File: config.mk
export PLATFORM = sky130hd
export DESIGN_NAME = multichannel_sample_averager_flat
export DESIGN_NICKNAME = d
export VERILOG_FILES = /design/src/msa_pkg.sv /design/src/msa_if.sv /design/src/msa_lane.sv /design/src/multichannel_sample_averager.sv /design/src/flat_wrapper.sv
export SDC_FILE = /design/constraint.sdc
export NUM_CORES = 2
export LEC_CHECK = 0
export CORE_ASPECT_RATIO = 0.7
export CORE_MARGIN = 2
export CORE_UTILIZATION = 60
export CTS_BUF_LIST = sky130_fd_sc_hd__clkbuf_4 sky130_fd_sc_hd__clkbuf_8 sky130_fd_sc_hd__clkbuf_16
export DETAILED_ROUTE_END_ITERATION = 12
export DONT_BUFFER_PORTS = 1
export PLACE_DENSITY = 0.82
export SYNTH_ARGS = -nofsm -noshare
export SYNTH_HDL_FRONTEND = slang
export SYNTH_SLANG_ARGS = --single-unit
File: constraint.sdc
create_clock -name clk -period 11.7 [get_ports clk]
set_input_delay 2.34 -clock clk [delete_from_list [all_inputs] [get_ports clk]]
set_output_delay 2.34 -clock clk [all_outputs]
set_load 0.02 [all_outputs]
File: src/msa_pkg.sv
// Package with shared types and constants of the multichannel sample averager.
`timescale 1ns / 1ps
package msa_pkg;

  localparam int NUM_CH     = 6;
  localparam int SAMPLE_W   = 16;
  localparam int SUM_W      = 32;
  localparam int COUNT_W    = 15;
  localparam int QUOT_W     = 16;

  typedef logic signed [SAMPLE_W-1:0] sample_t;
  typedef logic signed [SUM_W-1:0]    sum_t;
  typedef logic [COUNT_W-1:0]         count_t;

  // Control from the sequencer to the accumulator and divider lanes.
  typedef struct packed {
    logic clear;
    logic add;
    logic div_start;
  } lane_ctrl_t;

  typedef struct packed {
    logic restart;
    sample_t [NUM_CH-1:0] samples;
  } frame_t;

  typedef struct packed {
    sample_t [NUM_CH-1:0] avgs;
    count_t frames_summed;
    logic averages_fresh;
    logic count_overflow;
  } result_t;

endpackage

File: src/msa_if.sv
// Valid/ready channel interface carrying one item payload.
`timescale 1ns / 1ps
interface msa_if #(
  parameter type payload_t = logic
);
  logic     valid;
  logic     ready;
  payload_t data;

  modport source (output valid, output data, input ready);
  modport sink (input valid, input data, output ready);
endinterface

File: src/msa_lane.sv
// One channel lane: running sum and a restoring divider for its average.
`timescale 1ns / 1ps
module msa_lane
  import msa_pkg::*;
#(
  parameter bit USED = 1'b1
) (
  input  logic       clk,
  input  logic       rst_n,
  input  lane_ctrl_t ctrl,
  input  sample_t    sample,
  input  count_t     divisor,
  output logic       busy,
  output sample_t    avg
);

  localparam int STEP_W = $clog2(SUM_W + 1);

  sum_t                sum_r, sum_nxt;
  logic [SUM_W-1:0]    quot_r;
  logic [COUNT_W:0]    rem_r;
  logic                neg_r;
  logic [STEP_W-1:0]   step_r;
  logic                busy_r;
  sample_t             avg_r;

  logic [COUNT_W+1:0]  trial;
  logic [SUM_W-1:0]    quot_fix;

  // Sum update with optional clear ahead of the add.
  always_comb begin
    sum_nxt = ctrl.clear ? '0 : sum_r;
    if (ctrl.add && USED) begin
      sum_nxt = sum_nxt + SUM_W'(sample);
    end
  end

  // One quotient bit per cycle on the magnitude of the sum.
  assign trial    = {rem_r, quot_r[SUM_W-1]} - {2'b00, divisor};
  assign quot_fix = neg_r ? (~quot_r + 1'b1) : quot_r;

  always_ff @(posedge clk) begin
    if (!rst_n) begin
      sum_r  <= '0;
      busy_r <= 1'b0;
      step_r <= '0;
      avg_r  <= '0;
    end else begin
      sum_r <= sum_nxt;
      if (ctrl.div_start && USED) begin
        busy_r <= 1'b1;
        step_r <= '0;
        neg_r  <= sum_r[SUM_W-1];
        quot_r <= sum_r[SUM_W-1] ? (~sum_r + 1'b1) : sum_r;
        rem_r  <= '0;
      end else if (busy_r) begin
        if (step_r == STEP_W'(SUM_W)) begin
          busy_r <= 1'b0;
          avg_r  <= quot_fix[QUOT_W-1:0];
        end else begin
          step_r <= step_r + 1'b1;
          if (!trial[COUNT_W+1]) begin
            rem_r  <= trial[COUNT_W:0];
            quot_r <= {quot_r[SUM_W-2:0], 1'b1};
          end else begin
            rem_r  <= {rem_r[COUNT_W-1:0], quot_r[SUM_W-1]};
            quot_r <= {quot_r[SUM_W-2:0], 1'b0};
          end
        end
      end
    end
  end

  assign busy = busy_r;
  assign avg  = avg_r;

endmodule

File: src/multichannel_sample_averager.sv
// Top level of the multichannel sample averager: sequencer, six lanes and result merge.
`timescale 1ns / 1ps
// Each accepted frame updates six 32-bit channel sums in the add state. When the
// frame count exceeds ready_threshold, six lane dividers run in parallel, one
// quotient bit per cycle, before the frame's result is registered; otherwise the
// result is registered without a division. The 32-step restoring divider in each
// lane thus sets how long a frame takes when averages are recomputed. One frame
// is in work at a time; the next frame is taken as soon as the result register
// is free or being drained.
module multichannel_sample_averager
  import msa_pkg::*;
#(
  parameter int AUX_CHANNELS = 4,
  parameter int MAX_FRAMES   = 32767
) (
  input  logic          clk,
  input  logic          rst_n,
  msa_if.sink           in_ch,
  msa_if.source         out_ch,
  input  logic          cfg_valid,
  output logic          cfg_ready,
  input  logic [COUNT_W-1:0] cfg_ready_threshold
);

  typedef enum logic [1:0] {ST_IDLE, ST_ADD, ST_DIV, ST_OUT} state_t;

  state_t     state_r;
  count_t     thresh_r, count_r;
  logic       fresh_r, ovf_r, out_valid_r;
  logic       started_r;
  result_t    out_r;
  lane_ctrl_t ctrl;
  logic [NUM_CH-1:0] lane_busy;
  sample_t [NUM_CH-1:0] lane_avg;
  frame_t     frame_r;
  count_t     count_base;

  assign cfg_ready = 1'b1;
  assign in_ch.ready = (state_r == ST_IDLE) && (!out_valid_r || out_ch.ready);

  // Count as seen after any restart clearing.
  assign count_base = frame_r.restart ? '0 : count_r;

  // Lane control: in the add state clear on restart and add unless saturated; start one division per fresh frame.
  always_comb begin
    ctrl = '0;
    if (state_r == ST_ADD) begin
      ctrl.clear = frame_r.restart;
      ctrl.add   = (count_base != COUNT_W'(MAX_FRAMES));
    end
    ctrl.div_start = (state_r == ST_DIV) && fresh_r && !started_r;
  end

  // Lanes, one per channel; unused auxiliary lanes keep zero.
  for (genvar g = 0; g < NUM_CH; g++) begin : g_lane
    msa_lane #(.USED(g < 2 + AUX_CHANNELS)) u_lane (
      .clk     (clk),
      .rst_n   (rst_n),
      .ctrl    (ctrl),
      .sample  (frame_r.samples[g]),
      .divisor (count_r),
      .busy    (lane_busy[g]),
      .avg     (lane_avg[g])
    );
  end

  // Sequencer and merged result register.
  always_ff @(posedge clk) begin
    if (!rst_n) begin
      state_r     <= ST_IDLE;
      thresh_r    <= COUNT_W'(100);
      count_r     <= '0;
      out_valid_r <= 1'b0;
      fresh_r     <= 1'b0;
      ovf_r       <= 1'b0;
      started_r   <= 1'b0;
      out_r.averages_fresh <= 1'b0;
    end else begin
      if (cfg_valid) thresh_r <= cfg_ready_threshold;
      if (out_valid_r && out_ch.ready) out_valid_r <= 1'b0;
      case (state_r)
        ST_IDLE: begin
          if (in_ch.valid && in_ch.ready) begin
            frame_r <= in_ch.data;
            state_r <= ST_ADD;
          end
        end
        ST_ADD: begin
          started_r <= 1'b0;
          if (count_base == COUNT_W'(MAX_FRAMES)) begin
            count_r <= count_base;
            ovf_r   <= 1'b1;
            fresh_r <= 1'b0;
          end else begin
            count_r <= count_base + 1'b1;
            ovf_r   <= 1'b0;
            fresh_r <= (count_base + 1'b1) > thresh_r;
          end
          state_r <= ST_DIV;
        end
        ST_DIV: begin
          if (ctrl.div_start) started_r <= 1'b1;
          if (!fresh_r || (started_r && !(|lane_busy))) state_r <= ST_OUT;
        end
        ST_OUT: begin
          if (!out_valid_r) begin
            out_r.avgs           <= lane_avg;
            out_r.frames_summed  <= count_r;
            out_r.averages_fresh <= fresh_r;
            out_r.count_overflow <= ovf_r;
            out_valid_r          <= 1'b1;
            state_r              <= ST_IDLE;
          end
        end
        default: state_r <= ST_IDLE;
      endcase
    end
  end

  assign out_ch.valid = out_valid_r;
  assign out_ch.data  = out_r;

`ifndef SYNTH
  // A saturated frame never reports fresh averages.
  assert property (@(posedge clk) disable iff (!rst_n)
    out_ch.valid |-> !(out_r.averages_fresh && out_r.count_overflow))
    else $error("fresh and overflow together");
  // Lanes only divide while the sequencer waits for them.
  assert property (@(posedge clk) disable iff (!rst_n)
    (|lane_busy) |-> (state_r == ST_DIV))
    else $error("divider busy outside divide state");
  // The count never exceeds its saturation value.
  assert property (@(posedge clk) disable iff (!rst_n)
    count_r <= COUNT_W'(MAX_FRAMES))
    else $error("count beyond limit");
`endif

endmodule

File: src/flat_wrapper.sv
// flat-port wrapper written by rule: the top's interface ports become plain ports
module multichannel_sample_averager_flat import msa_pkg::*;
#(
  parameter int AUX_CHANNELS = 4,
  parameter int MAX_FRAMES   = 32767
)
  (clk, rst_n, cfg_valid, cfg_ready, cfg_ready_threshold, in_ch_valid, in_ch_data, in_ch_ready, out_ch_valid, out_ch_data, out_ch_ready);
  msa_if #(.payload_t(frame_t)) in_ch_i ();
  msa_if #(.payload_t(result_t)) out_ch_i ();
  input  logic clk;
  input  logic rst_n;
  input  logic cfg_valid;
  output logic cfg_ready;
  input  logic [COUNT_W-1:0] cfg_ready_threshold;
  input wire logic [$bits(in_ch_i.valid)-1:0] in_ch_valid;
  input wire logic [$bits(in_ch_i.data)-1:0] in_ch_data;
  output wire logic [$bits(in_ch_i.ready)-1:0] in_ch_ready;
  output wire logic [$bits(out_ch_i.valid)-1:0] out_ch_valid;
  output wire logic [$bits(out_ch_i.data)-1:0] out_ch_data;
  input wire logic [$bits(out_ch_i.ready)-1:0] out_ch_ready;
  assign in_ch_i.valid = in_ch_valid;
  assign in_ch_i.data = in_ch_data;
  assign in_ch_ready = in_ch_i.ready;
  assign out_ch_valid = out_ch_i.valid;
  assign out_ch_data = out_ch_i.data;
  assign out_ch_i.ready = out_ch_ready;
  multichannel_sample_averager #(.AUX_CHANNELS(AUX_CHANNELS), .MAX_FRAMES(MAX_FRAMES)) u_core (.clk(clk), .rst_n(rst_n), .in_ch(in_ch_i), .out_ch(out_ch_i), .cfg_valid(cfg_valid), .cfg_ready(cfg_ready), .cfg_ready_threshold(cfg_ready_threshold));
endmodule
# After elaboration in Yosys (flattened, before gate mapping)

Cells that the tools add are included.

Reduce and logical (&&, ||, !) cells: 46
Bitwise operators: 21
Muxes and demuxes: 98
$add $sub $neg: 31
Magnitude comparators: 1
Equal/unequal tests: 21

Operators with widths:

| cell                                           | count |
|---|---|
| two-way mux 32 bit                             | 36 |
| two-way mux 16 bit                             | 24 |
| adder 32 x 1 -> 32 bit (second input constant) | 6 |
| adder 32 x 16 -> 32 bit                        | 6 |
| inverter 32 bit                                | 6 |
| subtractor 17 x 15 -> 17 bit                   | 6 |
| adder 16 x 1 -> 16 bit (second input constant) | 6 |
| inverter 16 bit                                | 6 |
| AND reduction 3 bit                            | 15 |
| adder 6 x 1 -> 6 bit (second input constant)   | 6 |
| equality test 6 bit (second input constant)    | 6 |
| two-way mux 1 bit                              | 30 |
| two-way mux 15 bit                             | 2 |
| AND reduction 2 bit                            | 9 |
| adder 15 x 1 -> 15 bit (second input constant) | 1 |
| equality test 15 bit (second input constant)   | 1 |
| greater-than comparator 15 bit                 | 1 |
| != test 15 bit (second input constant)         | 1 |
| != test 2 x 1 -> 1 bit (second input constant) | 7 |
| nonzero test 2 bit                             | 7 |
| inverter 1 bit                                 | 9 |
| two-way mux 2 bit                              | 4 |
| case mux 2 bit (4 select lines)                | 1 |
| logical AND 1 bit                              | 6 |
| 9 further kinds                                | 16 |

Register bits after elaboration: 870

# Depth between registers and ports, before layout

Depth after elaboration: 6
Mapped depth: 20
Depth with buffers taken out: 16

# By module

Synthesis repeated with hierarchy kept, for this count alone.

Cell total of the unflattened synthesis: 5663
Area total of the unflattened synthesis: 53891.7 µm²

By module, submodules not included:

| module                                  | cells an instance | instances | area each (µm²) | sequential area each (µm²) |
|---|---|---|---|---|
| msa_lane at u_core.g_lane[1].u_lane ... | 859               | 4         | 7529.7          | 2572.5 |
| multichannel_sample_averager            | 482               | 1         | 8559.5          | 7016.7 |
| msa_lane at u_core.g_lane[0].u_lane     | 911               | 1         | 7719.9          | 2572.5 |
| msa_lane at u_core.g_lane[5].u_lane     | 834               | 1         | 7493.4          | 2572.5 |

# Worst setup path after synthesis

Ideal clock, no wire load.

Path kind: in2reg
Start: input rst_n
End: register u_core.out_r, in the netlist u_core.out_ch.data[0], enable pin
Required time: 11116 ps
Slack: 3641 ps
Data arrival time: 7475 ps
Buffers on the path: 2
Library setup time: 584 ps
Stages on the path: 4
Path through: inv_2 clkbuf_1 clkbuf_1 nor2_1

Word-level cells in the longest chain between the ends: 1

Ends and longest elaborated chain:

| what                                 | RTL line                           | text |
|---|---|---|
| start, declared                      | flat_wrapper.sv:11                 | `input logic rst_n;` |
| AND reduction 3 bit (no source line) | -                                  |  |
| end, declared                        | multichannel_sample_averager.sv:31 | `result_t out_r;` |

Every way passes these cells.
A chain may end at the register's enable or synchronous reset.

# Final worst setup path

Start: register u_core.state_r[1]
End: register u_core.g_lane[2].u_lane.sum_r[28]

Word-level cells in the longest chain between the ends: 5

Ends and longest elaborated chain:

| what                           | RTL line                           | text |
|---|---|---|
| start, declared                | multichannel_sample_averager.sv:27 | `state_t state_r;` |
| start signal, assigned         | multichannel_sample_averager.sv:70 | `state_r <= ST_IDLE;` |
| start signal, assigned         | multichannel_sample_averager.sv:85 | `state_r <= ST_ADD;` |
| start signal, assigned         | multichannel_sample_averager.sv:99 | `state_r <= ST_DIV;` |
| equality test 2 x 1 -> 1 bit * | multichannel_sample_averager.sv:47 | `if (state_r == ST_ADD) begin` |
| two-way mux 2 bit *            | multichannel_sample_averager.sv:47 |  |
| two-way mux 32 bit             | msa_lane.sv:32                     | `sum_nxt = ctrl.clear ? '0 : sum_r;` |
| adder 32 x 16 -> 32 bit        | msa_lane.sv:34                     | `sum_nxt = sum_nxt + SUM_W'(sample);` |
| two-way mux 32 bit *           | msa_lane.sv:33                     | `if (ctrl.add && USED) begin` |
| end signal, assigned           | msa_lane.sv:49                     | `sum_r <= sum_nxt;` |
| end, declared                  | msa_lane.sv:19                     | `sum_t sum_r, sum_nxt;` |

Every way passes the cells marked *; elsewhere a longest branch is shown, timed or not.

==> results.tsv <==
metric	value	unit
outcome	finished, final reports clean	
average routed wire per standard cell	19.1	microns
number of enable flip-flop cells after synthesis	503	
Die Width	353	microns
Post-Synth XOR/XNOR Area	0.0893	
CTS Buffer Depth	3	
Area Overhead vs Synth	7.84	%
final hold vios	0	
Site Rows	89	
CP max stage delay	0.71	ns
Root Buffer	clkbuf_16	
Fin Setup TNS	0	ns
main combinational cell family by area after synthesis	compound AO/OA/AOI/OAI gates	
Final min period	5.71	ns
# port buffers	0	
Critical-path top delay cell	buf_4	
vias in the first global route	37700	
DR iter-0 viols	3665	
register area share after synthesis	0.438	
FF-to-FF path depth	17	
Boundary Pins	233	
Post-Synthesis Net Count	5964	
cell count after synthesis	5515	
WP data arrival	6.20	ns
unique cell type count in the Yosys netlist	79	
adder-cell share of the synthesized area	0.0827	
ratio of cells with drive above 1 in the final layout	0.0506	
clk_skew	0.0325	ns
Warnings, synthesis	0	
Syn Area/Cell	9.30	sq um
Max-cap violations	0	
Setup Fix Bufs, Post-CTS	0	
Reg2Reg Launch Point	u_core.state_r[1]	
Non-Filler Instances	6616	
synthesized flop and latch total	870	
maximum vdd ir drop	0.000149	V
Antenna Nets Post-Route	0	
total CTS buffers	86	
Slew @ Worst Pin	1.21	ns
Design Area, Final	55300	sq um
worst-path cell chain	inv_1 > ha_2 > nand2_4 > buf_4 > buf_4 > and2_1 > ha_1 > a21o_1 > a221oi_1 > a21oi_1 > a41o_1 > a31oi_1 > a21oi_1 > a31oi_1 > o21ai_0 > xnor2_1 > o21ai_0	
TritonCTS clock tree	yes	
Peak Freq	175	MHz
initial core utilization	0.607	
Synth Flop Type	edfxtp_1	
global-route wire length before repair	201000	microns
First-pass DRT Iterations	6	
area of the multi-input gates	27600	sq um
multiplexer area fraction after synthesis	0.0140	
Clock Sinks	870	
register-to-register setup slack	5.99	ns
Pwr Density	204	nW/um^2
post-synthesis compound-gate area fraction	0.176	
Final setup viols	0	
final period utilization	0.488	
GRT overflow	0	
placer congestion estimate	0.925	
RSZ-0062 raised after global routing	false	
LEAKAGE	21.8	nW
Setup crit end kind	flop	
DRC violations left	0	
Async SR Flop Fraction	0	
Max transition margin	0.193	
Clk pin slew, worst setup/hold paths	0.07	ns
Startpoint Class	flop	
DP Area	52300	sq um
Finished Core Util	0.654	
Die Y	249	microns
initial antenna violation count	8	
gr usage total	0.279	
Filler cells	6480	
worst min path class	flop to flop	
fin. max-slew vios	0	
worst setup path category	flop to flop	
largest net degree at the start of global routing	213	
register area	22500	sq um
Core ar.	84500	sq um
CTS resizes	0	
crit path to	u_core.g_lane[2].u_lane.sum_r[28]	
Post-Syn Area	51300	sq um
placed insts	6453	
CTS H-Tree Depth	3	
DP HPWL	87300	microns
DIE AREA	87900	sq um
crit path max fanout	75	
Post-CTS Hold Buffers	0	
r2r endpoint	u_core.g_lane[2].u_lane.sum_r[28]	
drt total wl	126000	microns
Final nets	5853	
Worst Path Required	12.19	ns
post-synthesis simple-gate area fraction	0.173	
launch point of the worst path	u_core.state_r[1]	
Via density	6.13	
DR vias	40500	
clk_lat worst skew	0.66	ns
## Yosys cell counts (all sizes together), types with 5 or more instances
library cell | count | area, sq um
o211ai | 26 | 195
o21a | 32 | 240
xnor2 | 210 | 1840
a21boi | 10 | 75.1
mux2i | 67 | 671
nor4b | 7 | 61.3
a21oi | 331 | 1660
a211o | 11 | 96.3
a2111oi | 6 | 52.6
and4 | 5 | 43.8
dfxtp | 367 | 7350
xor2 | 313 | 2740
nand4 | 44 | 275
edfxtp | 503 | 15100
o41ai | 35 | 340
nor3b | 7 | 52.6
a41oi | 7 | 61.3
fa | 12 | 240
or4 | 46 | 353
or3 | 56 | 365
ha | 320 | 4000
and2 | 192 | 1200
nor2 | 428 | 1610
a221oi | 8 | 70.1
inv | 131 | 492
nand2b | 61 | 382
buf | 16 | 66.3
a211oi | 134 | 1010
o21ai | 499 | 2500
nor3 | 73 | 365
o31a | 11 | 96.3
a21o | 127 | 953
a22o | 22 | 193
nor4 | 11 | 68.8
and3 | 33 | 206
clkbuf | 224 | 841
nand3 | 106 | 531
o31ai | 83 | 628
nand2 | 738 | 2770
o21bai | 37 | 278
a31oi | 29 | 181
nor2b | 39 | 244
or2 | 28 | 175
nand3b | 13 | 97.6
a31o | 9 | 78.8
## registers in the layout (all words and copies together), names as in the netlist
signal / cells
u_core.g_lane.u_lane.quot_r: 192
u_core.g_lane.u_lane.sum_r: 192
u_core.out_ch.data: 113
u_core.frame_r: 97
u_core.g_lane.u_lane.avg: 96
u_core.g_lane.u_lane.rem_r: 96
u_core.g_lane.u_lane.step_r: 36
u_core.count_r: 15
u_core.thresh_r: 15
u_core.g_lane.u_lane.busy: 6
u_core.g_lane.u_lane.neg_r: 6
u_core.state_r: 2
u_core.fresh_r: 1
u_core.out_ch.valid: 1
u_core.ovf_r: 1
u_core.started_r: 1
## per-layer routing
metal	wire (microns)	track usage	part of all wire
met1	57200	0.407	0.45
met2	54100	0.416	0.43
met3	11500	0.0584	0.091
met4	3610	0.0846	0.029
met5	50	0	0.00040
## layout make-up
cell class | count | share of cell area
repair buffers | 41 | 0.00579
well taps | 1137 | 0.0257
multi-input cells | 4274 | 0.499
clock inverters | 44 | 0.00891
diodes | 3 | 0.000136
clock buffers | 116 | 0.0452
inverters | 131 | 0.00903
flip-flops and latches | 870 | 0.406
## through the flow
stage | total power (W) | hold WS (ns) | setup slack, ns
after detailed placement | 0.00823 | 0.415 | 6.12
after global placement | 0.00809 | 0.407 | 6.26
after floorplan | 0.00723 | 0.403 | 3.64
after CTS | 0.0112 | 0.428 | 6.04
after global routing | 0.0119 | 0.437 | 5.60
final | 0.0113 | 0.428 | 5.99
## cells by family (layout without fill, tap and decap cells)
group | after synthesis | in the layout
AND/OR/NAND/NOR | 1895 | 1895
AO/OA/AOI/OAI | 1452 | 1452
flip-flops | 870 | 870
XOR/XNOR | 523 | 523
buffers and inverters | 371 | 332
adder cells (fa/ha/maj) | 332 | 332
multiplexers | 71 | 71
other | 1 | 4
## cell usage in the layout, fill, tap and decap left out, drive strengths merged, types with 28 or more instances in the layout
master and instances:
nor3 73, a31oi 29, nor2 428, and2 192
o21ai 499, o41ai 35, xnor2 210, ha 320
clkbuf 116, nand4 44, edfxtp 503, buf 41
or3 56, xor2 313, or4 46, o21bai 37
o31ai 83, nand3 106, nand2b 61, dfxtp 367
mux2i 67, and3 33, a211oi 134, nand2 738
a21o 127, inv 137, nor2b 39, or2 28
a21oi 331, o21a 32
## critical path: cells and delay by family, from the launching register on
kind	cells	cell delay (ns)
xor gates and xnor gates	1	0.14
adders and majority gates	2	0.64
AOI/OAI and AO/OA	9	2.26
DFF	1	0.40
and+or+nand+nor	2	0.70
buffers and inverters	3	1.36
## how the worst min path moves through the flow
stage / cells after the start / slack [ns] / start / to
floorplan: 0 / 0.40 / u_core.g_lane[0].u_lane.avg[1] / u_core.out_ch.data[18]
global placement: 0 / 0.41 / u_core.g_lane[2].u_lane.avg[1] / u_core.out_ch.data[50]
detailed placement: 0 / 0.42 / u_core.g_lane[3].u_lane.avg[8] / u_core.out_ch.data[73]
CTS: 0 / 0.43 / u_core.g_lane[1].u_lane.avg[2] / u_core.out_ch.data[35]
global route: 0 / 0.44 / u_core.g_lane[0].u_lane.avg[13] / u_core.out_ch.data[30]
finish: 0 / 0.43 / u_core.g_lane[1].u_lane.avg[2] / u_core.out_ch.data[35]
## report_power, final
group          leakage [nW]  total, W  internal (W)  switching (W)
logic                  12.7   0.00427       0.00172        0.00254
registers              7.56   0.00404       0.00356       0.000481
clock network          1.49   0.00295       0.00171        0.00124
total                  21.8    0.0113       0.00700        0.00426
(Power assumes the default switching activity.)
